===== config.mk =====
export PLATFORM = sky130hd
export DESIGN_NAME = gdda_ram
export DESIGN_NICKNAME = d
export VERILOG_FILES = /design/src/design/gdda_ram.sv
export SDC_FILE = /design/constraint.sdc
export NUM_CORES = 2
export LEC_CHECK = 0
export BUFFER_PORTS_ARGS = -buffer_cell sky130_fd_sc_hd__buf_2
export CAP_MARGIN = 20
export CORE_MARGIN = 2
export CORE_UTILIZATION = 55
export DETAILED_ROUTE_END_ITERATION = 8
export PLACE_DENSITY = 0.71
export SLEW_MARGIN = 10
export SYNTH_ARGS = -nofsm -noshare
export SYNTH_HDL_FRONTEND = slang
export SYNTH_SLANG_ARGS = --single-unit

===== constraint.sdc =====
create_clock -name clk -period 2.6 [get_ports clk]
set_input_delay 0 -clock clk [delete_from_list [all_inputs] [get_ports clk]]
set_output_delay 0 -clock clk [all_outputs]
set_load 0.05 [all_outputs]

===== src/design/gdda_ram.sv =====
`timescale 1ns / 1ps
module gdda_ram #(
	parameter int WIDTH = 8,
	parameter int DEPTH = 256,
	localparam int AW = $clog2(DEPTH)
) (
	input  logic             clk,
	input  logic             we,
	input  logic [AW-1:0]    waddr,
	input  logic [WIDTH-1:0] wdata,
	input  logic [AW-1:0]    raddr,
	output logic [WIDTH-1:0] rdata
);

	logic [WIDTH-1:0] mem_q [DEPTH];
	logic [WIDTH-1:0] rdata_q;

	always_ff @(posedge clk) begin
		if (we) begin
			mem_q[waddr] <= wdata;
		end
		rdata_q <= mem_q[raddr];
	end

	assign rdata = rdata_q;

endmodule


==> flow_summary.yaml <==
outcome:
  outcome: "complete, but fails checks"
  failed_checks: "design-rule violations"
synth:
  syn_area_per_cell_um2: 21.3
  synth.ff_latch_count: 2056
  synth-main-ff-cell: "edfxtp_1"
  yosys.cell_types.count: 55
  post_synthesis_sequential_area_ratio: 0.775
  synthesis.instances: 3733
  main_area_contributors_after_synthesis: "edfxtp_1 77%, mux4_2 13%, mux2i_1 1.7%, nor2_1 1.3%, a22oi_1 1.3%"
  syn-cell-area_um2: 79600
  synthesis.yosys.warnings: 0
  synth_edf_count: 2048
  syn_nets: 3759
  ys_async_sr_fraction: 0
  synth_top_area_share: 0.773
  leading_area_contributor_after_synthesis: "edfxtp_1"
cts:
  clockRootBuffer: "clkbuf_16"
  ctsHtreeMaxLevel: 4
  post_cts_repair_setup_buffers: 0
  worstSkewPairLatency_ns: 0.85
  cts.sinks: 2056
  clkSlewWorstSetupHoldPaths_ns: 0.06
  cts-buffers-inserted: 198
  clock_tree.buffer_depth: 3
  clock_tree_from_tritoncts: "built"
sta:
  fin_worst_skew_ns: 0.0381
  period_needed_ns: 2.60
  fin_hold_ws_ns: 0.189
  slew-limit-headroom: 0.346
  setup_tns_after_final_layout_ns: 0
  timing_hold_violations_final: 0
  tightestPinTransition_ns: 0.980
  final_max_slew_viol_count: 0
  finalCritPeriodShare: 0.998
  max_clock_freq_ghz: 0.385
  setup_viol: 0
  rsz0062_at_grt: "false"
grt:
  gr-total-overflow: 0
  antenna_found_initial: 6
  via_count_of_the_first_global_routing_pass: 40600
  grt_first_pass_wirelength_um: 283000
  pin_count_of_the_biggest_net_entering_global_routing: 106
  grt_util_all_layers: 0.267
pwr:
  power.share.switching: 0.212
  vdd_drop_max_uv: 749
  net-switching-power_w: 0.0146
  comb_power_share: 0.054
  seqPwrFrac: 0.531
  leakagePower_nw: 29.8
  internal-power_w: 0.0543
  share_clk_of_total_power: 0.414
  power_density_nw_per_um2: 745
critical_path:
  startpoint_type: "register"
  crit_path_top_delay_cell: "nor4_2"
  r2r_start: "mem_q[80][0]$_DFFE_PP_"
  worstSetupEndpointType: "register"
  crit_required_ns: 3.31
  worstRegToRegCells: 6
  timing_worst_setup_path_type: "reg2reg"
  cell_chain_critical_path: "mux4_2 > mux4_2 > nor2b_1 > nor4_2 > buf_4 > nor4_2"
  cp_max_fo: 1
  cp.arrival_ns: 3.31
  r2r_slack_ns: 0.004
  r2r_end: "rdata[0]$_DFF_P_"
  critPathMaxStageDelay_ns: 0.57
floorplan:
  io_pins: 34
  fp-row-count: 139
  die_h_um: 384
  core_region_area_um2: 144000
  dieWidth_um: 384
  start_util: 0.554
  die_area_um2: 148000
job:
  maxCapViolations: 0
routing:
  detail_route.wirelength_um: 195000
  postRouteAntennaNets: 0
  detail_route.first_pass.iterations: 7
  via_per_inst: 6.44
  route.vias.total: 41100
  drc_violation_total_after_the_first_tritonroute_iteration: 5590
  route.detailed.drc: 4
  wirelength_per_cell_um: 30.5
min_path:
  min_from: "wdata[2]"
  timing.hold.worst.class: "in2reg"
  worstHoldPathCells: 2
  min_to: "mem_q[83][2]$_DFFE_PP_"
cells_and_area:
  design.final.nets: 4339
  syn2layout_area_growth_pct: 16.4
  seq_area_um2: 61700
  multiInputGateArea_um2: 16500
  design_area_um2: 92600
  fillers: 9406
  finish.cell_count_without_fillers: 6381
  layout-drive-gt1-share: 0.302
place:
  dpl_cell_area_um2: 85900
  gp_congestion: 0.867
  place.detailed.hpwl_um: 124000
  buffer_ports.inserted: 33
  dp_cells: 5997
how the worst max path moves through the flow:
stage / startpoint / to / cells after the start / slack [ns]
after global placement: raddr[0] / rdata[0]$_DFF_P_ / 11 / -0.65
after global routing: mem_q[161][0]$_DFFE_PP_ / rdata[0]$_DFF_P_ / 7 / 0.04
final: mem_q[80][0]$_DFFE_PP_ / rdata[0]$_DFF_P_ / 6 / 0.004
after detailed placement: raddr[0] / rdata[0]$_DFF_P_ / 11 / -0.71
after CTS: mem_q[100][4]$_DFFE_PP_ / rdata[4]$_DFF_P_ / 7 / 0.002
after floorplan: raddr[0] / rdata[2]$_DFF_P_ / 9 / 0.66
power groups by stage:
| stage | logic [W] | registers [W] | clock network [W] |
|---|---|---|---|
| final | 0.00374 | 0.0366 | 0.0286 |
| after global routing | 0.00392 | 0.0366 | 0.0302 |
| after CTS | 0.00373 | 0.0366 | 0.0289 |
| after detailed placement | 0.00369 | 0.0373 | 0 |
| after global placement | 0.00363 | 0.0373 | 0 |
| after floorplan | 0.00177 | 0.0374 | 0 |
kinds of logic after synthesis:
family	after synthesis	share of synthesized area
flops	2056	0.775
mux	591	0.146
simple gates	466	0.0263
compound gates	385	0.0342
buf+inv	235	0.0183
synthesized netlist by cell type, types with 2 or more instances:
| library cell | n |
|---|---|
| o21ai_1 | 2 |
| o32ai_1 | 4 |
| o22a_1 | 5 |
| buf_6 | 21 |
| a211oi_1 | 16 |
| buf_4 | 27 |
| mux2i_1 | 134 |
| a311oi_1 | 2 |
| buf_8 | 13 |
| or2_2 | 4 |
| o21ai_0 | 10 |
| a22oi_1 | 133 |
| nand3b_1 | 2 |
| o22ai_1 | 28 |
| a21oi_1 | 96 |
| a22o_1 | 8 |
| nor4_2 | 3 |
| nor4_1 | 24 |
| nand2_1 | 33 |
| a31oi_1 | 2 |
| mux4_1 | 2 |
| nor2_1 | 282 |
| nor3_1 | 22 |
| dfxtp_1 | 8 |
| nor2b_1 | 31 |
| nand4_1 | 10 |
| mux4_2 | 454 |
| a221oi_1 | 13 |
| a2111oi_1 | 2 |
| buf_2 | 31 |
| o221ai_1 | 46 |
| o211ai_1 | 10 |
| a2111oi_0 | 2 |
| nand3_1 | 34 |
| and2_1 | 6 |
| buf_1 | 22 |
| nand2b_1 | 8 |
| edfxtp_1 | 2048 |
| and3b_1 | 2 |
| buf_12 | 8 |
| clkbuf_1 | 111 |
worst max-delay path: cells and delay by family (launching register included):
kind                   cells  cell delay [ns]
and+or+nand+nor            3             0.85
muxes                      2             1.04
buffers and inverters      1             0.21
DFF                        1             0.37
layout make-up:
| cell class | instances | share of cell area |
|---|---|---|
| diodes | 3 | 0.0000811 |
| flip-flops and latches | 2056 | 0.666 |
| multi-input cells | 1442 | 0.179 |
| inverters | 2 | 0.0000811 |
| clock buffers | 233 | 0.0556 |
| repair buffers | 613 | 0.0596 |
| well taps | 1903 | 0.0257 |
| clock inverters | 129 | 0.0143 |
per-stage QoR:
step	total power (W)	setup WS (ns)	util
finish	0.0689	0.00406	0.644
floorplan	0.0391	0.662	-
global placement	0.0409	-0.647	0.598
global route	0.0707	0.0444	0.644
CTS	0.0693	0.00192	0.644
detailed placement	0.0410	-0.711	0.598
per-layer routing:
| layer | vias to the layer above | GRT usage | wire length, um |
|---|---|---|---|
| met5 | - | 0 | 54 |
| met4 | 8 | 0.0746 | 4860 |
| met3 | 300 | 0.0576 | 21300 |
| met2 | 2336 | 0.412 | 92700 |
| met1 | 21600 | 0.393 | 76000 |
| li1 | 16900 | - | - |
sequential cells by signal, indices dropped and copies added (netlist names):
signal,flops
mem_q,2048
rdata,8
cell usage in the layout (no fill, tap or decap), drive strengths merged, types with 3 or more instances in the layout:
master / netlist / routed
a2111oi: 5 / 5
a211oi: 16 / 16
a21oi: 96 / 96
a221oi: 14 / 14
a22o: 8 / 8
a22oi: 133 / 133
and2: 6 / 6
buf: 122 / 591
bufinv: 0 / 22
clkbuf: 111 / 236
clkinv: 1 / 99
dfxtp: 8 / 8
diode: 0 / 3
dlygate4sd3: 0 / 19
edfxtp: 2048 / 2048
inv: 1 / 9
mux2i: 134 / 134
mux4: 456 / 456
nand2: 33 / 33
nand2b: 8 / 8
nand3: 34 / 34
nand4: 10 / 10
nor2: 282 / 282
nor2b: 31 / 31
nor3: 22 / 22
nor4: 27 / 27
o211ai: 10 / 10
o21ai: 12 / 12
o221ai: 47 / 47
o22a: 5 / 5
o22ai: 28 / 28
o32ai: 5 / 5
or2: 4 / 4
repair_timing:
item,CTS,global route
endpoints found under the hold margin,1555,0
hold buffers,19,0
resized for setup,2,4
cloned,0,0
setup endpoints to repair,1,2
No activity file was read; power rests on OpenSTA's default activity.
