===== src/design/gdda_pkg.sv =====
`timescale 1ns / 1ps
package gdda_pkg;

	// map and walk limits
	localparam int MAP_DIM   = 64;
	localparam int MAX_STEPS = 128;
	localparam int COORD_W   = 6;
	localparam int MAP_AW    = 2 * COORD_W;
	localparam int MAP_DEPTH = MAP_DIM * MAP_DIM;
	localparam int WALK_W    = COORD_W + 2;
	localparam int STEP_W    = $clog2(MAX_STEPS + 1);

	// fixed point widths
	localparam int POS_W   = 22;
	localparam int DIR_W   = 16;
	localparam int FRAC_W  = 16;
	localparam int SW_W    = 13;
	localparam int COL_W   = 12;
	localparam int RD_W    = 30;
	localparam int DIST_W  = 32;
	localparam int ODIST_W = 24;
	localparam int KIND_W  = 2;

	// shared units
	localparam int DIV_W  = 32;
	localparam int MUL_AW = 32;
	localparam int MUL_BW = 16;
	localparam int MUL_PW = MUL_AW + MUL_BW;

	localparam logic [DIST_W-1:0]  DIST_INF   = '1;
	localparam logic [ODIST_W-1:0] ODIST_MAX  = '1;
	localparam logic [DIV_W-1:0]   RECIP_NUM  = DIV_W'(64'd1 << 30);

	// configuration port
	localparam int CFG_IDX_W  = 3;
	localparam int CFG_DATA_W = 22;
	localparam logic [CFG_IDX_W-1:0] CFG_POS_ROW   = 3'd0;
	localparam logic [CFG_IDX_W-1:0] CFG_POS_COL   = 3'd1;
	localparam logic [CFG_IDX_W-1:0] CFG_DIR_ROW   = 3'd2;
	localparam logic [CFG_IDX_W-1:0] CFG_DIR_COL   = 3'd3;
	localparam logic [CFG_IDX_W-1:0] CFG_PLANE_ROW = 3'd4;
	localparam logic [CFG_IDX_W-1:0] CFG_PLANE_COL = 3'd5;
	localparam logic [CFG_IDX_W-1:0] CFG_SCREEN_W  = 3'd6;

	// codes
	localparam logic FUNC_CAST  = 1'b0;
	localparam logic FUNC_WRITE = 1'b1;
	localparam logic [KIND_W-1:0] KIND_EMPTY = 2'd0;
	localparam logic [KIND_W-1:0] KIND_NONE  = 2'd0;
	localparam logic [KIND_W-1:0] KIND_WALL  = 2'd1;
	localparam logic [KIND_W-1:0] KIND_DOOR  = 2'd2;

	typedef struct packed {
		logic                func;
		logic [COL_W-1:0]    column;
		logic [COORD_W-1:0]  cell_row;
		logic [COORD_W-1:0]  cell_col;
		logic [KIND_W-1:0]   cell_kind;
		logic [FRAC_W-1:0]   door_open;
	} cmd_t;

	typedef struct packed {
		logic [COL_W-1:0]    out_column;
		logic [ODIST_W-1:0]  wall_distance;
		logic [KIND_W-1:0]   hit_kind;
		logic                hit_side;
		logic [COORD_W-1:0]  hit_row;
		logic [COORD_W-1:0]  hit_col;
	} res_t;

	typedef struct packed {
		logic             start;
		logic [DIV_W-1:0] dividend;
		logic [DIV_W-1:0] divisor;
	} div_req_t;

endpackage


===== src/design/gdda_div.sv =====
`timescale 1ns / 1ps
module gdda_div (
	input  logic                     clk,
	input  logic                     arst_n,
	input  gdda_pkg::div_req_t       req,
	output logic                     busy,
	output logic                     done,
	output logic [gdda_pkg::DIV_W-1:0] quotient
);

	localparam int CNT_W = $clog2(gdda_pkg::DIV_W);

	logic [CNT_W-1:0]            cnt_q;
	logic                        busy_q;
	logic                        done_q;
	logic [gdda_pkg::DIV_W-1:0]  rem_q;
	logic [gdda_pkg::DIV_W-1:0]  dvd_q;
	logic [gdda_pkg::DIV_W-1:0]  dsr_q;
	logic [gdda_pkg::DIV_W:0]    trial;
	logic [gdda_pkg::DIV_W+1:0]  diff;
	logic                        ge;

	// one quotient bit a cycle, restoring
	always_comb begin
		trial = {rem_q, dvd_q[gdda_pkg::DIV_W-1]};
		diff  = {1'b0, trial} - {2'b00, dsr_q};
		ge    = !diff[gdda_pkg::DIV_W+1];
	end

	always_ff @(posedge clk or negedge arst_n) begin
		if (!arst_n) begin
			busy_q <= 1'b0;
			done_q <= 1'b0;
			cnt_q  <= '0;
		end else begin
			done_q <= 1'b0;
			if (req.start) begin
				busy_q <= 1'b1;
				cnt_q  <= '0;
				rem_q  <= '0;
				dvd_q  <= req.dividend;
				dsr_q  <= req.divisor;
			end else if (busy_q) begin
				rem_q <= ge ? diff[gdda_pkg::DIV_W-1:0] : trial[gdda_pkg::DIV_W-1:0];
				dvd_q <= {dvd_q[gdda_pkg::DIV_W-2:0], ge};
				cnt_q <= cnt_q + CNT_W'(1);
				if (cnt_q == CNT_W'(gdda_pkg::DIV_W - 1)) begin
					busy_q <= 1'b0;
					done_q <= 1'b1;
				end
			end
		end
	end

	assign busy     = busy_q;
	assign done     = done_q;
	assign quotient = dvd_q;

endmodule


===== config.mk =====
export PLATFORM = sky130hd
export DESIGN_NAME = gdda_div
export DESIGN_NICKNAME = d
export VERILOG_FILES = /design/src/design/gdda_pkg.sv /design/src/design/gdda_div.sv
export SDC_FILE = /design/constraint.sdc
export NUM_CORES = 1
export LEC_CHECK = 0
export ABC_AREA = 1
export BUFFER_PORTS_ARGS = -buffer_cell sky130_fd_sc_hd__buf_2
export CAP_MARGIN = 0
export CORE_MARGIN = 2
export CORE_UTILIZATION = 40
export DETAILED_ROUTE_END_ITERATION = 16
export PLACE_DENSITY = 0.57
export SYNTH_ARGS = -nofsm -noshare
export SYNTH_HDL_FRONTEND = slang
export SYNTH_SLANG_ARGS = --single-unit
export TNS_END_PERCENT = 20

===== constraint.sdc =====
create_clock -name clk -period 3.1 [get_ports clk]
set_input_delay 0.465 -clock clk [delete_from_list [all_inputs] [get_ports clk]]
set_output_delay 0.465 -clock clk [all_outputs]
set_load 0.01 [all_outputs]

==> results of run 1 <==
-- kinds of logic after synthesis --
kind of cell | share of synthesized area
DFF | 0.429
AOI/OAI and AO/OA | 0.0297
xor gates and xnor gates | 0.0184
buffers and inverters | 0.111
adders and majority gates | 0.0625
and+or+nand+nor | 0.349
-- state kept, by name, summed over array words and instances, names as in the netlist --
register and cells:
done 1, cnt_q 5, quotient 32, dsr_q 32, busy 1, rem_q 32
-- area by class of cell --
type                            count  area [um2]
Clock buffer                        9         225
Fill cell                        1827        9160
Timing Repair Buffer              113         598
Multi-Input combinational cell    674        3290
Inverter                          176         661
Tap cell                          225         282
Sequential cell                   103        3060
Clock inverter                      7        83.8
-- critical path: stages (launching register included) --
cell      delay (ns)
edfxtp_1        0.46
ha_1            0.43
nand2_1         0.13
nor2_1          0.22
nand2_1         0.14
nor2_2          0.17
nand2_4         0.14
nand2_4         0.34
nand3_1         0.13
nand2_1         0.13
nand2_1         0.06
-- metrics by stage --
| stage | util | total power, uW | instances | instance area (um2) |
|---|---|---|---|---|
| 3_5_place_dp | 0.454 | 3240 | 1291 | 7880 |
| 4_1_cts | 0.472 | 4460 | 1307 | 8190 |
| 5_1_grt | 0.472 | 4720 | 1307 | 8190 |
| 3_3_place_gp | 0.454 | 3250 | 1291 | 7880 |
| 2_1_floorplan | - | 2850 | 974 | 7120 |
| 6_report | 0.472 | 4410 | 1307 | 8190 |
-- how the worst max path moves through the flow --
stage	slack [ns]	endpoint	start
after global placement	0.54	rem_q[27]	rem_q[18]
after CTS	0.55	rem_q[26]	rem_q[18]
final	0.51	rem_q[27]	rem_q[18]
after global routing	0.33	rem_q[27]	rem_q[18]
after floorplan	0.17	quotient[0]	req[64]
after detailed placement	0.55	rem_q[26]	rem_q[18]
-- per-layer routing --
metal  vias up  GRT usage  wire length (um)  part of all wire
li1       3252          -                 -                 -
met1      2739      0.291              9040              0.49
met2       171      0.316              7860              0.43
met3        12     0.0438              1140             0.062
met4         0     0.0527               301             0.016
met5         -          0                 0                 0
-- report_power, final --
part / total [uW] / switching [uW] / internal [uW] / leakage [uW]
logic: 1460 / 935 / 522 / 0.00318
registers: 1760 / 75.3 / 1690 / 0.00103
clock network: 1190 / 613 / 580 / 0.000151
-- placed cells by master (no fill, tap or decap), types with 2 or more instances in the layout --
cell       count
nand3_2        2
clkbuf_16      9
a31oi_1        2
buf_2        100
inv_1        171
nor2_2         3
nand2_2        4
a22o_1         2
edfxtp_1      96
a21oi_2        3
clkinv_8       2
xnor2_1       14
nand3_1       76
o21ai_1        9
nor2_4         3
inv_2          4
o21ai_0        3
nand4_1       10
nor2_1        44
ha_1          34
dfrtp_1        7
nand2_1      413
buf_4         13
inv_8          3
clkinv_4       2
o21bai_1       2
nor3_1         7
nand3b_1      18
and2_1         2
a21oi_1       16
nand2_4        2
-- Yosys cell counts, types with 3 or more instances --
library cell / number / area share
o21ai_0: 3 / 0.0021
edfxtp_1: 96 / 0.40
buf_4: 3 / 0.0032
inv_2: 4 / 0.0021
clkbuf_1: 10 / 0.0053
nand2_1: 413 / 0.22
nand2_2: 4 / 0.0035
nor3_1: 7 / 0.0049
nand3b_1: 18 / 0.019
buf_2: 3 / 0.0021
dfrtp_1: 7 / 0.025
o21ai_1: 9 / 0.0063
xnor2_1: 14 / 0.017
inv_1: 171 / 0.090
nand4_1: 10 / 0.0088
a21oi_2: 3 / 0.0037
buf_6: 5 / 0.0079
ha_1: 34 / 0.060
nand3_1: 76 / 0.053
a21oi_1: 16 / 0.011
nor2_1: 47 / 0.025
==> flow_summary.json, run 1 <==
{
  "status": "completed",
  "clkTransAtPathRegs_ns": 0.09,
  "cp.arrival_ns": 2.72,
  "htreeDepth": 3,
  "timing.rr.end": "rem_q[27]",
  "fmax_ghz": 0.386,
  "whs_endpoint": "dsr_q[31]",
  "finClkSkew_ns": 0.0183,
  "ys_ff_latch": 103,
  "clockRootBuffer": "clkbuf_16",
  "grt_setup_unrepaired": "false",
  "overflow": 0,
  "fin_ws_ns": 0.512,
  "drc_errors": 0,
  "die_width_um": 137,
  "finalSetupTns_ns": 0,
  "ys.flop_type": "edfxtp_1",
  "final_antenna_net_count": 0,
  "min_path_cells": 1,
  "p_per_area_mw_per_mm2": 539,
  "setup_viol": 0,
  "cts_buffers": 9,
  "grt_pass1_wl_um": 29700,
  "post_cts_buffers": 0,
  "r2r-start": "rem_q[18]",
  "initial_utilization": 0.410,
  "avgSynthCellArea_um2": 7.31,
  "grt_start_max_net_pins": 40,
  "required_ns": 3.23,
  "r2r_cells": 10,
  "clock_sinks": 103,
  "ios": 101,
  "drive_gt1_frac": 0.140,
  "cts_tree": "yes",
  "endpoint_kind": "flip-flop",
  "dieHeight_um": 137,
  "num_rows": 48,
  "hold_ws_ns": 0.266,
  "yosys_warnings": 0,
  "routed_wl_um": 18300,
  "synth_edf_count": 96,
  "numPortBuffers": 100,
  "hold_viol_final": 0,
  "synth_seq_area_share": 0.429,
  "maxCapViolations": 0,
  "place_congestion": 0.994,
  "ys_types": 35,
  "antenna_found_initial": 0,
  "dieArea_mm2": 0.0189,
  "cp-start-kind": "flip-flop",
  "worst_hold_startpoint": "req[31]",
  "grt_pass1_vias": 5898,
  "via_count": 6174,
  "hpwlAfterDp_um": 14100,
  "syn-num-nets": 1076,
  "cp_max_fo": 31,
  "fin_nets": 1179,
  "vdd.ir_drop.worst_mv": 0.428,
  "worst_pin_slew_ns": 0.563,
  "post-route-min-period_ns": 2.59,
  "drt-initial-drc-count": 365,
  "clk_latency_ns": 0.37,
  "grtUsageTotal": 0.204,
  "async_reset_ff_frac": 0.0680,
  "diodes": 0,
  "period_share": 0.835,
  "relSlewSlack": 0.625,
  "synth_area_mm2": 0.00712,
  "hp-class": "primary input to flip-flop",
  "syn_to_final_growth_pct": 15.0,
  "via_per_inst": 4.72,
  "cts-hold-fix-buffers": 0,
  "cts_buffer_depth": 2,
  "dp_slack_ns": 0.548,
  "cts_resized": 0,
  "syn_inst": 974,
  "wl_per_cell_um": 14.0,
  "drv_slew": 0,
  "core_mm2": 0.0174,
  "critPathKind": "flip-flop to flip-flop",
  "r2r_slack_ns": 0.51,
  "dr.pass1.iters": 5,
  "p_leak_uw": 0.00436
}
No activity file was read; power rests on OpenSTA's default activity.
==> inputs of run 2 (changes only) <==
PLACE_DENSITY = 0.59   (was 0.57)
clock period = 2.13 ns   (was 3.1 ns; I/O delays follow)
==> flow_summary.json, run 2 (same netlist as run 1, synthesis figures left out) <==
{
  "fin_ws_ns": -0.0866,
  "dieArea_mm2": 0.0189,
  "p_leak_uw": 0.00530,
  "clk_latency_ns": 0.37,
  "place_congestion": 0.947,
  "grt_setup_unrepaired": "true",
  "drt-initial-drc-count": 461,
  "via_count": 6949,
  "setup_viol": 31,
  "numPortBuffers": 100,
  "fmax_ghz": 0.451,
  "vdd.ir_drop.worst_mv": 0.454,
  "endpoint_kind": "flip-flop",
  "final_antenna_net_count": 0,
  "intPower_uw": 5000,
  "post-route-min-period_ns": 2.22,
  "clock_sinks": 103,
  "stdcell_count": 1463,
  "clkTransAtPathRegs_ns": 0.09,
  "r2r-start": "rem_q[29]",
  "fin_nets": 1335,
  "dp.cells": 1419,
  "seq_power_share": 0.328,
  "grt_pass1_wl_um": 33300,
  "cp.arrival_ns": 2.35,
  "initial_utilization": 0.410,
  "via_per_inst": 4.75,
  "hold_ws_ns": 0.0907,
  "period_share": 1.04,
  "required_ns": 2.27,
  "drc_errors": 0,
  "wl_per_cell_um": 14.4,
  "finClkSkew_ns": 0.00898,
  "clockRootBuffer": "clkbuf_16",
  "hold_viol_final": 0,
  "die_width_um": 137,
  "worst_pin_slew_ns": 0.885,
  "htreeDepth": 3,
  "violations": "negative setup slack",
  "r2r_cells": 11,
  "final_cell_area_mm2": 0.0104,
  "grt_start_max_net_pins": 40,
  "relSlewSlack": 0.409,
  "dieHeight_um": 137,
  "p_sw_frac": 0.366,
  "r2r_slack_ns": -0.09,
  "diodes": 0,
  "status": "complete, but fails checks",
  "dr.pass1.iters": 5,
  "routed_wl_um": 21000,
  "cts_tree": "yes",
  "drv_slew": 0,
  "multi_input_area_mm2": 0.00406,
  "drive_gt1_frac": 0.359,
  "final_common_cell": "nand2_1",
  "core_mm2": 0.0174,
  "grtUsageTotal": 0.229,
  "p_per_area_mw_per_mm2": 762,
  "timing.rr.end": "rem_q[20]",
  "maxCapViolations": 0,
  "grt_pass1_vias": 6786,
  "cts_buffers": 9,
  "cp-start-kind": "flip-flop",
  "power_frac_comb": 0.442,
  "seqCellArea_mm2": 0.00306,
  "placement.cell_area_mm2": 0.00891,
  "cts_buffer_depth": 2,
  "hpwlAfterDp_um": 15000,
  "dp_slack_ns": -0.183,
  "nFillCells": 1569,
  "overflow": 0,
  "p_clk_frac": 0.230,
  "final_cell_mix": "nand2_1, inv_1, buf_4",
  "critPathKind": "flip-flop to flip-flop",
  "cp_max_fo": 5,
  "netSwitchingPower_uw": 2890,
  "antenna_found_initial": 1,
  "syn_to_final_growth_pct": 45.4,
  "ios": 101,
  "hp-class": "primary input to async pin",
  "num_rows": 48
}
[run 2: worst max-delay path by stage]
stage | startpoint | to | slack [ns] | depth (start not counted)
floorplan | quotient[31] | rem_q[16] | -0.09 | 13
global placement | quotient[31] | rem_q[16] | -0.14 | 13
detailed placement | quotient[31] | rem_q[16] | -0.18 | 13
CTS | quotient[31] | rem_q[18] | -0.08 | 13
global route | dsr_q[30] | rem_q[31] | -0.20 | 14
finish | rem_q[29] | rem_q[20] | -0.09 | 11
[run 2: routing by layer]
layer	GRT usage	up-vias	routed length, um
met5	0	-	0
met4	0.0624	0	418
met3	0.0456	30	1180
met2	0.374	187	9600
met1	0.311	3159	9840
li1	-	3573	-
[run 2: layout make-up]
| type | count | share of cell area |
|---|---|---|
| clock buffer | 9 | 0.0217 |
| timing repair buffer | 269 | 0.190 |
| tap | 225 | 0.0272 |
| sequential | 103 | 0.295 |
| inverter | 176 | 0.0640 |
| multi-input combinational | 674 | 0.392 |
| clock inverter | 7 | 0.00967 |
[run 2: power groups by stage]
stage               Combinational (uW)  Clock [uW]  Sequential (uW)
finish                            3490        1810             2590
global route                      3830        1930             2610
CTS                               3080        1840             2580
detailed placement                2750           0             2590
global placement                  2740           0             2590
floorplan                         1550           0             2600
[run 2: critical path: stages (launching register included)]
cell and delay [ns]:
edfxtp_1 0.44, ha_4 0.27, a21oi_4 0.17, nor2_2 0.06, nor3_2 0.19, nand2_2 0.12
nor2_8 0.16, buf_12 0.14, buf_4 0.12, nand3b_1 0.12, nand3_1 0.11, nand2_1 0.05
[run 2: what timing repair did]
item                       4_1_cts  5_1_grt
buffers inserted                11       12
cloned                           3        2
hold endpoints to repair         0        0
hold buffers                     0        0
resized for setup               61      108
setup endpoints to repair       32       33
pin swaps                       17       37
[run 2: metrics by stage]
stage | util | TNS (ns) | power (uW)
2_1_floorplan | - | -0.267 | 4150
3_3_place_gp | 0.513 | -1.88 | 5330
3_5_place_dp | 0.513 | -2.87 | 5350
4_1_cts | 0.564 | -1.28 | 7500
5_1_grt | 0.597 | -5.09 | 8380
6_report | 0.597 | -1.62 | 7890
